`config.mk`:
```
export PLATFORM = sky130hd
export DESIGN_NAME = rlim_ctrl
export DESIGN_NICKNAME = d
export VERILOG_FILES = /design/src/hw/rtl/rlim_pkg.sv /design/src/hw/rtl/rlim_ctrl.sv
export SDC_FILE = /design/constraint.sdc
export NUM_CORES = 1
export LEC_CHECK = 0
export ABC_AREA = 1
export BUFFER_PORTS_ARGS = -buffer_cell sky130_fd_sc_hd__buf_2
export CAP_MARGIN = 25
export CORE_MARGIN = 5
export CORE_UTILIZATION = 56
export DETAILED_ROUTE_END_ITERATION = 10
export PLACE_DENSITY_LB_ADDON = 0.25
export SYNTH_ARGS = -nofsm -noshare
export SYNTH_HDL_FRONTEND = slang
export SYNTH_SLANG_ARGS = --single-unit
```
`constraint.sdc`:
```
create_clock -name clock -period 15.4 [get_ports clock]
set_input_delay 3.08 -clock clock [delete_from_list [all_inputs] [get_ports clock]]
set_output_delay 3.08 -clock clock [all_outputs]
set_load 0.01 [all_outputs]
```
`src/hw/rtl/rlim_pkg.sv`:
```
`default_nettype none

package rlim_pkg;

   localparam int CONNS_DEF      = 16;
   localparam int RING_DEPTH_DEF = 1024;

   localparam int CSR_ADDR_W = 4;
   localparam int CSR_DATA_W = 32;

   localparam logic [CSR_ADDR_W-1:0] ADDR_LIMIT_ENABLE   = 4'h0;
   localparam logic [CSR_ADDR_W-1:0] ADDR_MAX_PER_WINDOW = 4'h4;
   localparam logic [CSR_ADDR_W-1:0] ADDR_WINDOW_TICKS   = 4'h8;

   localparam logic        LIMIT_ENABLE_RST   = 1'b0;
   localparam logic [9:0]  MAX_PER_WINDOW_RST = 10'd500;
   localparam logic [30:0] WINDOW_TICKS_RST   = 31'd1000000;

   typedef struct packed {
      logic [3:0]  conn_index;
      logic [31:0] arrival_time;
   } req_type;

   typedef struct packed {
      logic        pass;
      logic [10:0] window_count;
   } rsp_type;

   typedef struct packed {
      logic        limit_enable;
      logic [9:0]  max_per_window;
      logic [30:0] window_ticks;
   } cfg_type;

endpackage

`default_nettype wire

```
`src/hw/rtl/rlim_ctrl.sv`:
```
`default_nettype none

module rlim_ctrl #(
   parameter int CONNS      = rlim_pkg::CONNS_DEF,
   parameter int RING_DEPTH = rlim_pkg::RING_DEPTH_DEF,
   localparam int CIW = (CONNS > 1) ? $clog2(CONNS) : 1,
   localparam int HW  = $clog2(RING_DEPTH),
   localparam int CW  = $clog2(RING_DEPTH + 1),
   localparam int SW  = CW + 1
) (
   input  wire logic              clock,
   input  wire logic              reset,
   input  wire rlim_pkg::cfg_type cfg,
   input  wire logic              req_valid,
   output logic                   req_ready,
   input  wire rlim_pkg::req_type req_payload,
   output logic                   rsp_valid,
   input  wire logic              rsp_ready,
   output rlim_pkg::rsp_type      rsp_payload,
   output logic                   ptr_rd_en,
   output logic      [CIW-1:0]    ptr_rd_addr,
   input  wire logic [HW-1:0]     ptr_rd_head,
   input  wire logic [CW-1:0]     ptr_rd_count,
   output logic                   ptr_wr_en,
   output logic      [CIW-1:0]    ptr_wr_addr,
   output logic      [HW-1:0]     ptr_wr_head,
   output logic      [CW-1:0]     ptr_wr_count,
   output logic                   stamp_rd_en,
   output logic      [CIW-1:0]    stamp_rd_conn,
   output logic      [HW-1:0]     stamp_rd_pos,
   input  wire logic [31:0]       stamp_rd_data,
   output logic                   stamp_wr_en,
   output logic      [CIW-1:0]    stamp_wr_conn,
   output logic      [HW-1:0]     stamp_wr_pos,
   output logic      [31:0]       stamp_wr_data
);

   localparam logic [2:0] S_SWEEP  = 3'd0;
   localparam logic [2:0] S_IDLE   = 3'd1;
   localparam logic [2:0] S_PTR    = 3'd2;
   localparam logic [2:0] S_CHECK  = 3'd3;
   localparam logic [2:0] S_DECIDE = 3'd4;

   logic [2:0]     state_ff, state_in;
   logic [CIW-1:0] sweep_ff, sweep_in;
   logic [CIW-1:0] conn_ff, conn_in;
   logic           in_range_ff, in_range_in;
   logic [31:0]    now_ff, now_in;
   logic [HW-1:0]  head_ff, head_in;
   logic [CW-1:0]  count_ff, count_in;
   logic           rsp_valid_ff, rsp_valid_in;
   logic           rsp_pass_ff, rsp_pass_in;
   logic [10:0]    rsp_count_ff, rsp_count_in;

   logic           active;
   logic           out_free;
   logic           req_in_range;
   logic [HW-1:0]  head_inc;
   logic [SW-1:0]  slot_sum;
   logic [HW-1:0]  slot;
   logic [31:0]    age;
   logic           expired;
   logic           drop;

   assign active       = cfg.limit_enable && (cfg.max_per_window != 10'd0);
   assign out_free     = !rsp_valid_ff || rsp_ready;
   assign req_in_range = 32'(req_payload.conn_index) < CONNS;
   assign head_inc     = (head_ff == HW'(RING_DEPTH - 1)) ? '0 : head_ff + HW'(1);
   assign slot_sum     = SW'(head_ff) + SW'(count_ff);
   assign slot         = (slot_sum >= SW'(RING_DEPTH)) ?
                         HW'(slot_sum - SW'(RING_DEPTH)) : HW'(slot_sum);
   assign age          = now_ff - stamp_rd_data;
   assign expired      = age > {1'b0, cfg.window_ticks};
   assign drop         = (32'(count_ff) > 32'(cfg.max_per_window)) ||
                         (32'(count_ff) >= RING_DEPTH);

   assign req_ready     = (state_ff == S_IDLE);
   assign rsp_valid     = rsp_valid_ff;
   assign rsp_payload   = '{pass: rsp_pass_ff, window_count: rsp_count_ff};
   assign ptr_rd_addr   = CIW'(req_payload.conn_index);
   assign stamp_rd_conn = conn_ff;
   assign stamp_wr_conn = conn_ff;
   assign stamp_wr_pos  = slot;
   assign stamp_wr_data = now_ff;

   always_comb begin
      state_in     = state_ff;
      sweep_in     = sweep_ff;
      conn_in      = conn_ff;
      in_range_in  = in_range_ff;
      now_in       = now_ff;
      head_in      = head_ff;
      count_in     = count_ff;
      rsp_valid_in = rsp_valid_ff && !rsp_ready;
      rsp_pass_in  = rsp_pass_ff;
      rsp_count_in = rsp_count_ff;
      ptr_rd_en    = 1'b0;
      ptr_wr_en    = 1'b0;
      ptr_wr_addr  = conn_ff;
      ptr_wr_head  = head_ff;
      ptr_wr_count = count_ff;
      stamp_rd_en  = 1'b0;
      stamp_rd_pos = head_ff;
      stamp_wr_en  = 1'b0;

      unique case (state_ff)
         S_SWEEP: begin
            ptr_wr_en    = 1'b1;
            ptr_wr_addr  = sweep_ff;
            ptr_wr_head  = '0;
            ptr_wr_count = '0;
            if (sweep_ff == CIW'(CONNS - 1)) begin
               state_in = S_IDLE;
            end else begin
               sweep_in = sweep_ff + CIW'(1);
            end
         end
         S_IDLE: begin
            if (req_valid) begin
               conn_in     = CIW'(req_payload.conn_index);
               now_in      = req_payload.arrival_time;
               in_range_in = req_in_range;
               ptr_rd_en   = req_in_range;
               state_in    = S_PTR;
            end
         end
         S_PTR: begin
            if (!in_range_ff || !active) begin
               // pass untouched
               if (out_free) begin
                  rsp_valid_in = 1'b1;
                  rsp_pass_in  = 1'b1;
                  rsp_count_in = in_range_ff ? 11'(ptr_rd_count) : 11'd0;
                  state_in     = S_IDLE;
               end
            end else begin
               head_in  = ptr_rd_head;
               count_in = ptr_rd_count;
               if (ptr_rd_count == '0) begin
                  state_in = S_DECIDE;
               end else begin
                  stamp_rd_en  = 1'b1;
                  stamp_rd_pos = ptr_rd_head;
                  state_in     = S_CHECK;
               end
            end
         end
         S_CHECK: begin
            if (expired) begin
               // pop oldest, fetch the next one if any remain
               head_in  = head_inc;
               count_in = count_ff - CW'(1);
               if (count_ff != CW'(1)) begin
                  stamp_rd_en  = 1'b1;
                  stamp_rd_pos = head_inc;
               end else begin
                  state_in = S_DECIDE;
               end
            end else begin
               state_in = S_DECIDE;
            end
         end
         S_DECIDE: begin
            if (out_free) begin
               stamp_wr_en  = !drop;
               ptr_wr_en    = 1'b1;
               ptr_wr_count = drop ? count_ff : count_ff + CW'(1);
               rsp_valid_in = 1'b1;
               rsp_pass_in  = !drop;
               rsp_count_in = 11'(ptr_wr_count);
               state_in     = S_IDLE;
            end
         end
         default: begin
            state_in = S_IDLE;
         end
      endcase
   end

   always_ff @(posedge clock) begin
      if (reset) begin
         state_ff     <= S_SWEEP;
         sweep_ff     <= '0;
         rsp_valid_ff <= 1'b0;
      end else begin
         state_ff     <= state_in;
         sweep_ff     <= sweep_in;
         rsp_valid_ff <= rsp_valid_in;
      end
   end

   always_ff @(posedge clock) begin
      conn_ff      <= conn_in;
      in_range_ff  <= in_range_in;
      now_ff       <= now_in;
      head_ff      <= head_in;
      count_ff     <= count_in;
      rsp_pass_ff  <= rsp_pass_in;
      rsp_count_ff <= rsp_count_in;
   end

endmodule

`default_nettype wire

```
==> results.yml <==
placement:
  dp.cells: 1355
  io_buffers: 241
  dp_hpwl_um: 16860
  place_congestion: 0.9387
clock_tree:
  tritoncts: "done"
  cts_max_level: 3
  cts_root_buf: "clkbuf_16"
  insertion_delay_ns: 0.35
  clk_pin_slew_ns: 0.06
  numCtsBuffers: 9
  clock_path_buffers: 2
  cts_resized: 0
  cts_hold_buffers: 0
  post_cts_buffers: 0
  cts_sinks: 77
floorplanning:
  num_io_pins: 242
  die_width_um: 124.0
  fp.dieArea_mm2: 0.01538
  num_rows: 41
  coreArea_mm2: 0.01267
  initial_utilization: 0.5745
  chipHeight_um: 124.0
route:
  vias: 7303
  ant_nets: 0
  wl_per_cell_um: 15.19
  drc_errors: 0
  routed_wirelength_um: 20840
  drt_iter0_drc: 645
  drt-vias-per-instance: 5.323
  drt_first_pass_iters: 8
critical_path:
  path_class: "primary input to primary output"
  crit_top_cell: "nand2_1"
  required_ns: 12.32
  cp_max_fo: 14
  critPathLaunchType: "primary input"
  critical_path.top_delay_family: "simple AND/OR/NAND/NOR gates"
  cp_slowest_stage_delay_ns: 0.39
  crit_buf_inv: 3
  crit_slowest_cell: "fa_1"
  arrival_ns: 7.10
  worstSetupEndpointType: "primary output"
timing:
  period_minus_slack_ns: 10.18
  max_freq_ghz: 0.09828
  report.final.slew_viol_count: 0
  maxSlewHeadroom: 0.3658
  tns_ns: 0
  finalSetupViolCount: 0
  worstMarginPinSlew_ns: 0.9490
  post-route-period-util: 0.6607
  rsz0062_at_grt: "no"
  hold_viol: 0
  finalClockSkew_ns: 0.007482
synthesis:
  synth_compound_area_frac: 0.1432
  avgSynthCellArea_um2: 7.536
  yosysSeqAreaShare: 0.3066
  yosys.area_share.simple: 0.2269
  synth_seq_cells: 77
  synthesis.nets: 1190
  syn_area_mm2: 0.007279
  synth-xor-area-share: 0.06377
  syn_inst: 966
  yosys_warnings: 0
  synthMuxAreaShare: 0
  synth_fa_ha_area_frac: 0.1550
  synth_cell_type_count: 48
  synth_top_family_by_area: "simple AND/OR/NAND/NOR gates"
global_route:
  grt_overflow: 0
  antenna_found_initial: 0
  grt_max_degree: 40
  grt_pass1_vias: 6987
  grt_usage: 0.2681
  grt_pass1_wl_um: 32570
finish:
  area_growth_pct: 22.31
  final_cells: 1372
  nets: 1419
  layout_commonest_cell: "buf_2"
  antenna_cells: 0
  drive_gt1_frac: 0.2442
  most-common-layout-cells: "241 x buf_2, 189 x nand2_1, 159 x inv_1"
job:
  cap_violations: 0
power:
  p_leak_nw: 4.649
  powerDensity_mw_per_mm2: 62.47
  vdd.ir_drop.worst_v: 0.00004872
worst_hold_path:
  hold_class: "flop to flop"
outcome:
  status: "finished, final reports clean"
## path summary, 6_finish.rpt
| check | startpoint | end | slack (ns) | cells after the start |
|---|---|---|---|---|
| setup / recovery | stamp_rd_data[0] | stamp_rd_pos[9] | 5.22 | 36 |
| hold / removal | sweep_ff[1] | sweep_ff[1] | 0.50 | 2 |
| setup reg to reg | stamp_wr_data[0] | count_ff[8] | 10.42 | 33 |
| hold reg to reg | sweep_ff[1] | sweep_ff[1] | 0.50 | 2 |
## flip-flops by register name (all words and copies together) (netlist names)
signal,cells
rsp_pass_ff,1
count_ff,11
sweep_ff,4
stamp_rd_conn,4
head_ff,10
rsp_count_ff,11
state_ff,3
rsp_valid,1
stamp_wr_data,32
## report_power, final
part,total (mW),internal [mW],switching [mW]
logic,0.104,0.0450,0.0592
registers,0.228,0.228,0.000561
clock network,0.223,0.137,0.0862
## kinds of logic (layout without fill, tap and decap cells)
group / after synthesis / after routing
buffers and inverters: 188 / 422
and+or+nand+nor: 377 / 377
DFF: 77 / 77
xor gates and xnor gates: 53 / 53
AOI/OAI and AO/OA: 182 / 182
adders and majority gates: 89 / 89
## layer usage
metal / part of all wire / wire [um] / GRT usage / vias up
li1: - / - / - / 3664
met1: 0.39 / 8103 / 0.3111 / 3313
met2: 0.50 / 10430 / 0.4839 / 272
met3: 0.077 / 1611 / 0.05268 / 54
met4: 0.033 / 690 / 0.1061 / 0
met5: 0 / 0 / 0 / -
## synth_stat cells (all sizes together)
cell,n,area (um^2)
fa,2,40.04
a21oi,72,382.9
nor4,7,43.79
clkinv,3,11.26
o221ai,1,8.760
buf,12,100.1
nand4,10,62.56
nor2,91,351.6
or3b,1,8.760
clkbuf,13,48.80
nor3b,1,7.510
ha,87,1089
o21a,1,7.510
o21ai,78,412.9
o31ai,3,22.52
a31oi,6,37.54
a21boi,4,41.29
a211oi,2,20.02
nand3,59,355.4
o211ai,3,22.52
inv,160,600.6
dfxtp,8,160.2
edfxtp,69,2072
xor2,41,359.1
xnor2,12,105.1
o22ai,7,43.79
nand2,195,752.0
o21bai,2,18.77
o2111ai,1,8.760
nand3b,2,15.01
nor3,11,55.05
a21o,2,15.01
## final cells by class
class	instances	area, um^2
multi-input cells	701	4294
repair buffers	243	1234
inverters	163	611.8
clock inverters	2	10.01
well taps	172	215.2
flip-flops and latches	77	2232
clock buffers	14	306.5
fillers	1122	3767
## worst reg2reg max path, delay by kind of cell (launching register included)
kind            cells  cell delay (ns)
flops               1             0.43
fa+ha+maj           3             0.82
compound gates      6             0.88
simple gates       22             2.31
buf+inv             2             0.15
## metrics by stage
step / total power, mW / setup WS (ns) / util / hold WS, ns / cell area, um^2
floorplan: 0.3017 / 6.026 / - / 0.4555 / 7279
global placement: 0.3329 / 5.396 / 0.6761 / 0.4814 / 8567
detailed placement: 0.3353 / 5.253 / 0.6761 / 0.4883 / 8567
CTS: 0.5583 / 5.246 / 0.7011 / 0.4969 / 8884
global route: 0.5836 / 4.714 / 0.7027 / 0.5047 / 8904
finish: 0.5562 / 5.225 / 0.7027 / 0.5013 / 8904
(Power assumes the default switching activity.)
