<file path="config.mk">
export PLATFORM = sky130hd
export DESIGN_NAME = rlim_csr
export DESIGN_NICKNAME = d
export VERILOG_FILES = /design/src/hw/rtl/rlim_pkg.sv /design/src/hw/rtl/rlim_csr.sv
export SDC_FILE = /design/constraint.sdc
export NUM_CORES = 1
export LEC_CHECK = 0
export BUFFER_PORTS_ARGS = -buffer_cell sky130_fd_sc_hd__buf_2
export CAP_MARGIN = 25
export CELL_PAD_IN_SITES_DETAIL_PLACEMENT = 0
export CELL_PAD_IN_SITES_GLOBAL_PLACEMENT = 1
export CORE_ASPECT_RATIO = 1.5
export CORE_UTILIZATION = 34
export DETAILED_ROUTE_END_ITERATION = 6
export MAX_ROUTING_LAYER = met4
export PLACE_DENSITY_LB_ADDON = 0.1
export SLEW_MARGIN = 10
export SYNTH_ARGS = -nofsm -noshare
export SYNTH_HDL_FRONTEND = slang
export SYNTH_SLANG_ARGS = --single-unit
</file>
<file path="constraint.sdc">
create_clock -name clock -period 2.3 [get_ports clock]
set_input_delay 0.46 -clock clock [delete_from_list [all_inputs] [get_ports clock]]
set_output_delay 0.46 -clock clock [all_outputs]
set_load 0.1 [all_outputs]
</file>
<file path="src/hw/rtl/rlim_pkg.sv">
`default_nettype none

package rlim_pkg;

   localparam int CONNS_DEF      = 16;
   localparam int RING_DEPTH_DEF = 1024;

   localparam int CSR_ADDR_W = 4;
   localparam int CSR_DATA_W = 32;

   localparam logic [CSR_ADDR_W-1:0] ADDR_LIMIT_ENABLE   = 4'h0;
   localparam logic [CSR_ADDR_W-1:0] ADDR_MAX_PER_WINDOW = 4'h4;
   localparam logic [CSR_ADDR_W-1:0] ADDR_WINDOW_TICKS   = 4'h8;

   localparam logic        LIMIT_ENABLE_RST   = 1'b0;
   localparam logic [9:0]  MAX_PER_WINDOW_RST = 10'd500;
   localparam logic [30:0] WINDOW_TICKS_RST   = 31'd1000000;

   typedef struct packed {
      logic [3:0]  conn_index;
      logic [31:0] arrival_time;
   } req_type;

   typedef struct packed {
      logic        pass;
      logic [10:0] window_count;
   } rsp_type;

   typedef struct packed {
      logic        limit_enable;
      logic [9:0]  max_per_window;
      logic [30:0] window_ticks;
   } cfg_type;

endpackage

`default_nettype wire

</file>
<file path="src/hw/rtl/rlim_csr.sv">
`default_nettype none

module rlim_csr (
   input  wire logic                                clock,
   input  wire logic                                reset,
   input  wire logic                                csr_psel,
   input  wire logic                                csr_penable,
   input  wire logic                                csr_pwrite,
   input  wire logic [rlim_pkg::CSR_ADDR_W-1:0]     csr_paddr,
   input  wire logic [rlim_pkg::CSR_DATA_W-1:0]     csr_pwdata,
   output logic      [rlim_pkg::CSR_DATA_W-1:0]     csr_prdata,
   output logic                                     csr_pready,
   output rlim_pkg::cfg_type                        cfg
);

   rlim_pkg::cfg_type cfg_ff, cfg_in;
   logic              wr_en;

   assign wr_en      = csr_psel && csr_penable && csr_pwrite;
   assign csr_pready = 1'b1;
   assign cfg        = cfg_ff;

   always_comb begin
      cfg_in = cfg_ff;
      if (wr_en) begin
         unique case (csr_paddr)
            rlim_pkg::ADDR_LIMIT_ENABLE:   cfg_in.limit_enable   = csr_pwdata[0];
            rlim_pkg::ADDR_MAX_PER_WINDOW: cfg_in.max_per_window = csr_pwdata[9:0];
            rlim_pkg::ADDR_WINDOW_TICKS:   cfg_in.window_ticks   = csr_pwdata[30:0];
            default: cfg_in = cfg_ff;
         endcase
      end
   end

   always_comb begin
      unique case (csr_paddr)
         rlim_pkg::ADDR_LIMIT_ENABLE:   csr_prdata = {31'd0, cfg_ff.limit_enable};
         rlim_pkg::ADDR_MAX_PER_WINDOW: csr_prdata = {22'd0, cfg_ff.max_per_window};
         rlim_pkg::ADDR_WINDOW_TICKS:   csr_prdata = {1'b0, cfg_ff.window_ticks};
         default: csr_prdata = '0;
      endcase
   end

   always_ff @(posedge clock) begin
      if (reset) begin
         cfg_ff.limit_enable   <= rlim_pkg::LIMIT_ENABLE_RST;
         cfg_ff.max_per_window <= rlim_pkg::MAX_PER_WINDOW_RST;
         cfg_ff.window_ticks   <= rlim_pkg::WINDOW_TICKS_RST;
      end else begin
         cfg_ff <= cfg_in;
      end
   end

endmodule

`default_nettype wire

</file>
==> results.json, run 1 <==
{
  "outcome": "completed",
  "flip_flop_count_of_the_largest_register_all_copies_and_words_added": 42,
  "vias_per_cell": 4.62,
  "dieArea_um2": 6520,
  "worst-r2r-setup-slack_ns": 1.67,
  "postCtsSetupBuffers": 0,
  "routed.top_layer": "met4",
  "synthCells": 225,
  "post_cts_repair_resize_count": 0,
  "netlist_area_um2": 2110,
  "critical_path.startpoint_type": "input port",
  "multi_input_area_um2": 1180,
  "clock-root-buffer": "clkbuf_8",
  "finalHoldViolations": 0,
  "final.setup.worst_slack_ns": 0.233,
  "drt-met1-wl_um": 2120,
  "ff_latch_area_um2": 841,
  "clk-insertion-delay-late_ns": 0.28,
  "htree_num_levels": 2,
  "drc": 0,
  "holdPathStages": 3,
  "layout.cells.most_common_list": "81 x buf_2, 54 x nand2b_1, 42 x mux2i_1, 42 x dfxtp_1, 33 x buf_12",
  "number_of_vias_after_detailed_routing": 1859,
  "io_pins": 116,
  "grt_setup_unrepaired": "false",
  "syn_nets": 266,
  "worst_ep_arrival_time_ns": 1.61,
  "placement.io_buffers": 112,
  "number_of_hold_buffers_added_after_cts": 0,
  "fmaxAchievable_mhz": 484,
  "start_util_pct": 35.9,
  "worst_clock_skew_ns": 0,
  "rows": 34,
  "worstPathMaxFanout": 32,
  "hold_start": "csr_pwdata[13]",
  "die_h_um": 98.4,
  "fin_nets": 370,
  "drive_above_1_share_pct": 42.1,
  "routed_wirelength_um": 5070,
  "antenna_cells": 0,
  "dr.first_iter.drc_count": 92,
  "syn_avg_cell_area_um2": 9.36,
  "wl_met3_um": 339,
  "hold_end": "cfg[13]",
  "r2r_end": "cfg[39]",
  "worstReg2RegStart": "cfg[39]",
  "critical_setup_path_kind": "input port to primary output",
  "worst_ep_required_time_ns": 1.84,
  "ys_ff_latch": 42,
  "setup_viol": 0,
  "post-synth-top-area-fraction_pct": 39.9,
  "yosysWarningCount": 0,
  "finalMaxSlewViolations": 0,
  "hold_path.class": "input port to flip-flop",
  "grt_max_degree": 49,
  "weighted_congestion_reported_at_the_end_of_routability_driven_placement": 0.698,
  "reg2regPathDepth": 2,
  "setup_tns_after_final_layout_ns": 0,
  "power.density_nw_per_um2": 439,
  "post-route-period-util_pct": 89.9,
  "drt_pass1_iterations": 4,
  "n_fill_cell": 537,
  "clkTransAtPathRegs_ns": 0.08,
  "tritoncts": "done",
  "gr-usage-all-layers_pct": 16.8,
  "cts_sinks": 42,
  "overflow": 0,
  "cts_buffer_depth": 2,
  "leading_cell_type_in_the_layout_fill_and_taps_excluded": "buf_2",
  "ir_worst_vdd_mv": 0.250,
  "synth.distinct_cells": 18,
  "cp-end-kind": "primary output",
  "synth.yosys.seq_area_share_pct": 39.9,
  "ant_nets": 0,
  "final_period_minus_worst_setup_slack_ns": 2.07,
  "post_drt_wl_per_cell_um": 12.6,
  "synthDominantAreaCellType": "dfxtp_1",
  "netlist_top_cells_area": "dfxtp_1 40%, mux2i_1 20%, nand2b_1 16%",
  "cellLeakagePower_nw": 1.40,
  "die_width_um": 66.3,
  "route.met2.wl_um": 2540,
  "flow.area_growth_from_synthesis_pct": 56.1,
  "cap_viol_max_count": 0,
  "cts_buf_count": 5,
  "first_global_vias": 1769,
  "place_worst_setup_slack_ns": 0.222,
  "place.detailed.hpwl_um": 3740,
  "coreArea_um2": 5870,
  "grt_first_pass_wirelength_um": 8150,
  "antenna_found_initial": 0
}
-- cells by family after synthesis --
kind of cell | after synthesis | synth area share, %
multiplexers | 42 | 20.0
other | 2 | 0.357
buffers and inverters | 20 | 5.29
AO/OA/AOI/OAI | 10 | 4.10
AND/OR/NAND/NOR | 109 | 30.4
flip-flops | 42 | 39.9
-- critical path, cell delays in order --
cell and delay (ns):
buf_2 0.13, nor4b_4 0.26, buf_4 0.33, and2_1 0.23
buf_12 0.18
-- area by class of cell --
cell class	count	area share (%)
Sequential cell	42	25.6
Multi-Input combinational cell	163	35.8
Clock inverter	1	0.152
Clock buffer	7	2.63
Timing Repair Buffer	117	33.1
Tap cell	72	2.74
-- per-layer routing --
metal | up-vias | global-route usage, %
li1 | 943 | -
met2 | 69 | 27.5
met4 | 0 | 6.22
met5 | - | -
met1 | 839 | 19.4
met3 | 8 | 4.44
-- report_power, final --
group	internal, W	switching, W	total, W
combinational	0.0000855	0.000140	0.000225
sequential	0.000729	0.00000222	0.000732
clock	0.000242	0.000243	0.000485
total	0.00106	0.000385	0.00144
-- worst max-delay path by stage --
stage                     slack (ns)              to  cells past startpoint          from
after global placement          0.25  csr_prdata[13]                      5  csr_paddr[1]
after global routing            0.15  csr_prdata[22]                      5  csr_paddr[1]
after floorplan                 0.03  csr_prdata[10]                      1       cfg[10]
final                           0.23  csr_prdata[18]                      5  csr_paddr[1]
after CTS                       0.22  csr_prdata[11]                      5  csr_paddr[1]
after detailed placement        0.22  csr_prdata[11]                      5  csr_paddr[1]
-- synthesized netlist by cell type --
library cell  number
nand2b_1          54
dfxtp_1           42
mux2i_1           42
nor2_1            25
and2_1            21
clkbuf_1          12
a22o_1             9
buf_4              3
buf_6              3
and4_1             2
buf_2              2
conb_1             2
nand2_1            2
nand4_1            2
a22oi_1            1
nor4_1             1
nor4b_1            1
nor4b_4            1
-- through the flow --
step                cell area, µm²  cells  hold slack [ns]  util, %  power, W
floorplan                     2120    225            0.615        -  0.000895
finish                        3290    402            0.418     56.0   0.00144
global placement              3200    394            0.468     54.5  0.000974
CTS                           3290    402            0.411     56.0   0.00147
detailed placement            3200    394            0.473     54.5  0.000976
global route                  3290    402            0.405     56.0   0.00151
(Power assumes the default switching activity.)
==> inputs of run 2 (changes only) <==
Settings changed: CORE_ASPECT_RATIO 1.5 to 0.7, PLACE_DENSITY set to 0.84, PLACE_DENSITY_LB_ADDON 0.1 to unset.
==> results.json, run 2 (synthesized netlist as in run 1, its figures left out) <==
{
  "setup_tns_after_final_layout_ns": 0,
  "outcome": "completed",
  "die_h_um": 67.8,
  "routed_wirelength_um": 5160,
  "die_width_um": 96.1,
  "worst_hold_slack_ns": 0.427,
  "multi_input_area_um2": 1180,
  "worstPathMaxFanout": 18,
  "worst_ep_arrival_time_ns": 1.52,
  "place.detailed.hpwl_um": 3970,
  "final-instance-count-excl-fill": 407,
  "placement.io_buffers": 112,
  "antenna_found_initial": 0,
  "finalHoldViolations": 0,
  "htree_num_levels": 2,
  "path_buf_inv": 3,
  "antenna_cells": 0,
  "layout.cells.most_common_list": "81 x buf_2, 54 x nand2b_1, 42 x mux2i_1, 42 x dfxtp_1, 34 x buf_12",
  "dp_cells": 399,
  "final_period_minus_worst_setup_slack_ns": 1.98,
  "r2r_end": "cfg[33]",
  "hold_start": "csr_pwdata[22]",
  "grt_setup_unrepaired": "false",
  "cts_buffer_depth": 2,
  "critical_path.startpoint_type": "input port",
  "rows": 23,
  "drc": 0,
  "io_pins": 116,
  "worst_ep_required_time_ns": 1.84,
  "clk-insertion-delay-late_ns": 0.28,
  "cp-end-kind": "primary output",
  "clock-root-buffer": "clkbuf_8",
  "tritoncts": "done",
  "worst_path_dominant_cell_family": "buffers and inverters",
  "cts_sinks": 42,
  "flip_flop_count_of_the_largest_register_all_copies_and_words_added": 42,
  "start_util_pct": 36.0,
  "worst_clock_skew_ns": 0,
  "n_fill_cell": 536,
  "number_of_vias_after_detailed_routing": 1844,
  "clkTransAtPathRegs_ns": 0.08,
  "ir_worst_vdd_mv": 0.228,
  "grt_first_pass_wirelength_um": 8000,
  "drive_above_1_share_pct": 42.5,
  "cap_viol_max_count": 0,
  "power.density_nw_per_um2": 435,
  "number_of_hold_buffers_added_after_cts": 0,
  "crit_chain": "buf_2 -> nor4b_4 -> buf_4 -> and2_1 -> buf_12",
  "fmaxAchievable_mhz": 505,
  "weighted_congestion_reported_at_the_end_of_routability_driven_placement": 0.740,
  "gr-usage-all-layers_pct": 16.6,
  "hold_path.class": "input port to flip-flop",
  "holdPathStages": 3,
  "ff_latch_area_um2": 841,
  "grt_max_degree": 48,
  "critical_path.max_stage_delay_ns": 0.28,
  "finalMaxSlewViolations": 0,
  "postCtsSetupBuffers": 0,
  "drt_pass1_iterations": 4,
  "ant_nets": 0,
  "vias_per_cell": 4.53,
  "fin_nets": 372,
  "cts_buf_count": 5,
  "post_drt_wl_per_cell_um": 12.7,
  "worstReg2RegStart": "cfg[33]",
  "cellLeakagePower_nw": 1.41,
  "cp_slowest_cell": "nor4b_4",
  "setup_viol": 0,
  "post-route-period-util_pct": 86.0,
  "first_global_vias": 1720,
  "hold_end": "cfg[22]",
  "reg2regPathDepth": 2,
  "worst-r2r-setup-slack_ns": 1.65,
  "dieArea_um2": 6520,
  "critical_setup_path_kind": "input port to primary output",
  "flow.area_growth_from_synthesis_pct": 57.6,
  "setup.worst_path.start": "csr_paddr[1]",
  "post_cts_repair_resize_count": 0,
  "overflow": 0,
  "coreArea_um2": 5840,
  "leading_cell_type_in_the_layout_fill_and_taps_excluded": "buf_2",
  "dr.first_iter.drc_count": 50
}
## run 2: cell count changes in the layout (fill, tap and decap cells not counted)
cell | previous run | this run
buf_12 | 33 | 34
buf_4 | 3 | 4
## run 2: final cells by class
class                           count  area share, %
Clock buffer                        7           2.60
Clock inverter                      1          0.151
Multi-Input combinational cell    163           35.5
Sequential cell                    42           25.3
Tap cell                           75           2.83
Timing Repair Buffer              119           33.6
## run 2: worst max-delay path by stage
| stage | endpoint | slack [ns] | depth (start not counted) |
|---|---|---|---|
| finish | csr_prdata[10] | 0.32 | 5 |
| global route | csr_prdata[10] | 0.26 | 5 |
| CTS | csr_prdata[10] | 0.30 | 5 |
| detailed placement | csr_prdata[10] | 0.31 | 5 |
| global placement | csr_prdata[13] | 0.34 | 5 |
| floorplan | csr_prdata[10] | 0.03 | 1 |
## run 2: worst min-delay path: stages
cell	delay, ns
buf_2	0.09
nand2b_1	0.06
mux2i_1	0.06
## run 2: per-stage QoR
step / worst slack, ns / utilization, % / instance area, µm² / total power (W)
floorplan: 0.0266 / - / 2120 / 0.000895
global placement: 0.345 / 55.3 / 3230 / 0.000975
detailed placement: 0.305 / 55.3 / 3230 / 0.000978
CTS: 0.300 / 56.8 / 3320 / 0.00147
global route: 0.258 / 56.8 / 3320 / 0.00152
finish: 0.321 / 56.8 / 3320 / 0.00144
## run 2: layer usage
metal / part of all wire, % / vias to the layer above / global-route usage [%] / wire length, µm
met3: 7.1 / 5 / 4.56 / 366
met1: 47 / 832 / 21.1 / 2440
met5: 0 / - / - / 0
met2: 45 / 63 / 26.1 / 2320
li1: - / 944 / - / -
met4: 0.70 / 0 / 4.48 / 36
## run 2: report_power, final
part	internal, W	switching (W)	leakage (nW)
clock	0.000242	0.000241	0.0482
combinational	0.0000869	0.000142	1.02
sequential	0.000729	0.00000225	0.339
total	0.00106	0.000385	1.41
